==> src/sv/tcht_pkg.sv <==
// Shared constants, codes and types for the two-choice hash table engine.
`default_nettype none
package tcht_pkg;

	localparam int unsigned MAX_SLOTS   = 1024;
	localparam int unsigned IDX_W       = $clog2(MAX_SLOTS);
	localparam int unsigned ADDR_W      = IDX_W + 1;
	localparam int unsigned CNT_W       = IDX_W + 1;
	localparam int unsigned SIZE_W      = 11;
	localparam int unsigned NB_W        = SIZE_W + 1;
	localparam int unsigned START_SLOTS = 128;
	localparam int unsigned MIN_SLOTS   = 4;
	localparam int unsigned SHRINK_RATIO = 10;
	localparam int unsigned KEEP_RATIO   = 5;

	localparam logic [63:0] MIX_C1    = 64'hff51afd7ed558ccd;
	localparam logic [63:0] MIX_C2    = 64'hc4ceb9fe1a85ec53;
	localparam int unsigned MIX_SHIFT = 33;
	localparam logic [63:0] SALT_SEED = 64'd1024;

	typedef enum logic [1:0] {
		MODE_INSERT = 2'd0,
		MODE_REMOVE = 2'd1,
		MODE_LOOKUP = 2'd2
	} mode_t;

	typedef enum logic [2:0] {
		ST_INSERTED = 3'd0,
		ST_PRESENT  = 3'd1,
		ST_REMOVED  = 3'd2,
		ST_FOUND    = 3'd3,
		ST_NOTFOUND = 3'd4,
		ST_FULL     = 3'd5
	} status_t;

	typedef enum logic [1:0] {
		GR_SHRINK = 2'd0,
		GR_KEEP   = 2'd1,
		GR_GROW   = 2'd2
	} grow_t;

	// Request to and response from the shared avalanche unit
	typedef struct packed {
		logic        start;
		logic [63:0] h;
		logic [63:0] salt;
	} mix_req_t;

	typedef struct packed {
		logic        done;
		logic [63:0] res;
	} mix_rsp_t;

endpackage
`default_nettype wire

==> src/sv/tcht_mix.sv <==
// Salted fmix64 avalanche on one shared 32x32 multiplier, clamped to at least 2.
`default_nettype none
module tcht_mix (
	input  wire logic              clk,
	input  wire logic              arst_n,
	input  wire tcht_pkg::mix_req_t req,
	output tcht_pkg::mix_rsp_t     rsp
);

	typedef enum logic [2:0] {
		MX_IDLE = 3'b001,
		MX_MUL  = 3'b010,
		MX_POST = 3'b100
	} mx_state_t;

	mx_state_t   state_q;
	logic [63:0] x_q;
	logic [63:0] acc_q;
	logic [1:0]  sub_q;
	logic        round_q;
	logic        done_q;

	logic [63:0] seed;
	logic [63:0] cst;
	logic [31:0] op_a;
	logic [31:0] op_b;
	logic [63:0] prod;
	logic [63:0] post;

	assign seed = req.h + req.salt;
	assign cst  = round_q ? tcht_pkg::MIX_C2 : tcht_pkg::MIX_C1;
	assign post = acc_q ^ (acc_q >> tcht_pkg::MIX_SHIFT);

	// Pick the partial product of this step
	always_comb begin
		case (sub_q)
			2'd0: begin
				op_a = x_q[31:0];
				op_b = cst[31:0];
			end
			2'd1: begin
				op_a = x_q[63:32];
				op_b = cst[31:0];
			end
			default: begin
				op_a = x_q[31:0];
				op_b = cst[63:32];
			end
		endcase
	end

	assign prod = 64'(op_a) * 64'(op_b);

	// Sequence add, xor-shift, two three-step multiplies each followed by xor-shift, then clamp
	always_ff @(posedge clk or negedge arst_n) begin
		if (!arst_n) begin
			state_q <= MX_IDLE;
			x_q     <= '0;
			acc_q   <= '0;
			sub_q   <= '0;
			round_q <= 1'b0;
			done_q  <= 1'b0;
		end else begin
			done_q <= 1'b0;
			case (state_q)
				MX_IDLE: begin
					if (req.start) begin
						x_q     <= seed ^ (seed >> tcht_pkg::MIX_SHIFT);
						sub_q   <= 2'd0;
						round_q <= 1'b0;
						state_q <= MX_MUL;
					end
				end
				MX_MUL: begin
					if (sub_q == 2'd0) begin
						acc_q <= prod;
					end else begin
						acc_q <= acc_q + {prod[31:0], 32'd0};
					end
					if (sub_q == 2'd2) begin
						state_q <= MX_POST;
					end else begin
						sub_q <= sub_q + 2'd1;
					end
				end
				MX_POST: begin
					sub_q <= 2'd0;
					if (!round_q) begin
						x_q     <= post;
						round_q <= 1'b1;
						state_q <= MX_MUL;
					end else begin
						x_q     <= (post < 64'd2) ? 64'd2 : post;
						done_q  <= 1'b1;
						state_q <= MX_IDLE;
					end
				end
				default: state_q <= MX_IDLE;
			endcase
		end
	end

	assign rsp.done = done_q;
	assign rsp.res  = x_q;

endmodule
`default_nettype wire

==> config.mk <==
export PLATFORM = sky130hd
export DESIGN_NAME = tcht_mix
export DESIGN_NICKNAME = d
export VERILOG_FILES = /design/src/sv/tcht_pkg.sv /design/src/sv/tcht_mix.sv
export SDC_FILE = /design/constraint.sdc
export NUM_CORES = 2
export LEC_CHECK = 0
export BUFFER_PORTS_ARGS = -buffer_cell sky130_fd_sc_hd__buf_2
export CORE_ASPECT_RATIO = 0.7
export CORE_UTILIZATION = 35
export CTS_CLUSTER_SIZE = 12
export DETAILED_ROUTE_END_ITERATION = 12
export GPL_TIMING_DRIVEN = 0
export HOLD_SLACK_MARGIN = 0.03
export PLACE_DENSITY_LB_ADDON = 0.25
export SKIP_LAST_GASP = 1
export SLEW_MARGIN = 10
export SYNTH_ARGS = -nofsm -noshare
export SYNTH_HDL_FRONTEND = slang
export SYNTH_SLANG_ARGS = --single-unit
export TNS_END_PERCENT = 5
==> constraint.sdc <==
create_clock -name clk -period 18.5 [get_ports clk]
set_clock_uncertainty 0.15 [all_clocks]
set_input_delay 0.925 -clock clk [delete_from_list [all_inputs] [get_ports clk]]
set_output_delay 0.925 -clock clk [all_outputs]
set_load 0.05 [all_outputs]
==> metrics.txt <==
Vias 35.3k; CTS tree done; RSZ-0062 raised after global routing false; layout cells sized above 1 0.0673; Worst-path clk slew 60 ps; area of the mapped netlist 41700 µm²; All-Layer GR Usage 0.315; CTS resizes 0; Seq cells post-synth 135; most frequent cell after synthesis inv_1; H-Tree Level Count 4; clock tree buffer depth 3; Die Footprint 120000 µm²; EDFF count, synth 0; Slew Viols, Final 0; clock sink count 135; synth warn 0; CP Class flop to flop; Crit Path Max Fanout 10; Min-Delay Path Class input port to async pin; Rel. slew slack 0.105; RD Place Congestion 1.05; WP buf/inv 12; die width 414 µm; top cell type's share of synthesized area 0.415; top cells by count, synth inv_1, fa_1, ha_1, nand2_1, nor2_1; drt first pass iters 8; CP startpoint kind flop; synth-to-layout area growth 9.13%; ys flop type dfrtp_1; final hold violation count 0; CTS Buf Count 25; vias in the first global route 34.2k; fillers 12.1k; number of distinct library cells after synthesis 94; largest net degree at the start of global routing 97; CP top delay family adder cells; postcts setup bufs 0; R2R Setup Slk 3730 ps; Syn Nets 5926; slowest stage delay, CP 840 ps; Data required, critical path 18730 ps; crit path capture acc_q[63]; Worst path depth 43; initial drt markers 5132; fin crit period 14770 ps; Antenna Nets Post-Route 0; # IOs 196; Worst-Skew Late Latency 510 ps; Port Buffer Count 195; CTS root buf clkbuf_16; Setup crit start sub_q[1]; Arrival @ worst endpoint 15000 ps; Via density 5.57; Hold-fix buffers, CTS 0; status finished clean; Crit. End Element flop; final WL 190 mm; max-cap viol count 0; HPWL after DPL 170 mm; critical path's slowest cell xnor2_1; Avg Cell Area, Syn 9.18 µm²; Tcrit/Tclk final 0.798; RR Startpoint sub_q[1]; drt drc 0; TNS Setup 0 ps; Seq/Total Area, Yosys 0.0811; final setup vio count 0; share of flip-flops with an asynchronous set or reset 1.00; Initial Util 0.354; Crit Reg-Reg Endpoint acc_q[63]; Final Net Count 6156; first-pass GRT wire length 267 mm; row cnt 105; main area contributors after synthesis fa_1, ha_1, inv_1, dfrtp_1, nand2_1; core area 118000 µm²; Routed wire per std cell 30.0 µm; initial antenna violation count 16; fmax 0.0677 GHz; Cells after Synth 4536; chip height 291 µm; FF-to-FF path depth 43; global route overflow 0; Slew @ Worst Pin 1340 ps; largest area contributor in the synthesized netlist fa_1
## metrics by stage
step | utilization | area, µm² | setup slack [ps] | hold WS [ps] | instances
finish | 0.387 | 45500 | 3730 | 148 | 6333
floorplan | - | 41700 | 8020 | 318 | 4536
CTS | 0.386 | 45400 | 3840 | 162 | 6323
detailed placement | 0.380 | 44700 | 3900 | 342 | 6290
global placement | 0.379 | 44600 | 4010 | 336 | 6282
global route | 0.386 | 45400 | 3330 | 161 | 6324
## registers in the layout, summed over array words and instances, names as in the netlist
name,flops
acc_q,64
done_q,1
round_q,1
state_q,3
sub_q,2
x_q,64
## worst min path at each step
| stage | from | end | slack [ps] | cells past startpoint |
|---|---|---|---|---|
| 2_1_floorplan | acc_q[0] | acc_q[0] | 320 | 2 |
| 3_3_place_gp | acc_q[4] | acc_q[4] | 340 | 2 |
| 3_5_place_dp | acc_q[4] | acc_q[4] | 340 | 2 |
| 4_1_cts | arst_n | acc_q[62] | 160 | 1 |
| 5_1_grt | arst_n | acc_q[62] | 160 | 1 |
| 6_report | arst_n | acc_q[62] | 150 | 1 |
## cell type report
| class | count | area [µm²] | share of cell area |
|---|---|---|---|
| tap | 1551 | 1940 | 0.0427 |
| clock inverter | 1 | 5.00 | 0.000110 |
| sequential | 135 | 3380 | 0.0743 |
| multi-input combinational | 3257 | 34000 | 0.748 |
| clock buffer | 32 | 702 | 0.0154 |
| antenna | 10 | 25.0 | 0.000550 |
| timing repair buffer | 203 | 1090 | 0.0241 |
| inverter | 990 | 3720 | 0.0817 |
| buffer | 154 | 606 | 0.0133 |
## placed cells by master, fill, tap and decap left out, drive strengths merged, types with 10 or more instances in the layout
master	netlist	layout
mux2i	22	22
nor2b	12	12
xnor2	143	143
xor2	56	56
fa	863	863
or3	12	12
a221oi	10	10
nand2b	33	33
a211oi	25	25
o221ai	14	14
o21a	23	23
ha	396	396
nand3	29	29
mux2	23	23
dfrtp	134	134
nand4	44	44
a21boi	14	14
nor4	16	16
diode	0	10
nor2	319	319
o21bai	30	30
nor3	34	34
inv	986	986
o21ai	138	138
and3	27	27
a21oi	245	245
nand2	386	386
a21o	111	111
buf	29	231
a31oi	26	26
o211ai	18	18
o31ai	13	13
clkbuf	125	157
o22ai	28	28
a22o	27	27
and2	22	22
## kinds of logic (layout without fill, tap and decap cells)
| kind of cell | count (synthesis) | count (layout) | share of synthesized area |
|---|---|---|---|
| AO/OA/AOI/OAI | 786 | 786 | 0.124 |
| AND/OR/NAND/NOR | 962 | 962 | 0.101 |
| adder cells (fa/ha/maj) | 1259 | 1259 | 0.534 |
| XOR/XNOR | 204 | 204 | 0.0447 |
| flip-flops | 135 | 135 | 0.0811 |
| other | 1 | 11 | 0.0000900 |
| buffers and inverters | 1144 | 1380 | 0.104 |
| multiplexers | 45 | 45 | 0.0115 |
## per-layer routing
| metal | global-route usage | up-vias | part of all wire |
|---|---|---|---|
| met2 | 0.374 | 2091 | 0.35 |
| met4 | 0.0356 | 16 | 0.014 |
| met3 | 0.150 | 149 | 0.16 |
| met1 | 0.505 | 18200 | 0.48 |
| li1 | - | 14800 | - |
| met5 | 0.00473 | - | 0.00096 |
Power is not shown: default switching activity piles up to over one toggle a cycle in this logic, so the estimate is an artifact.
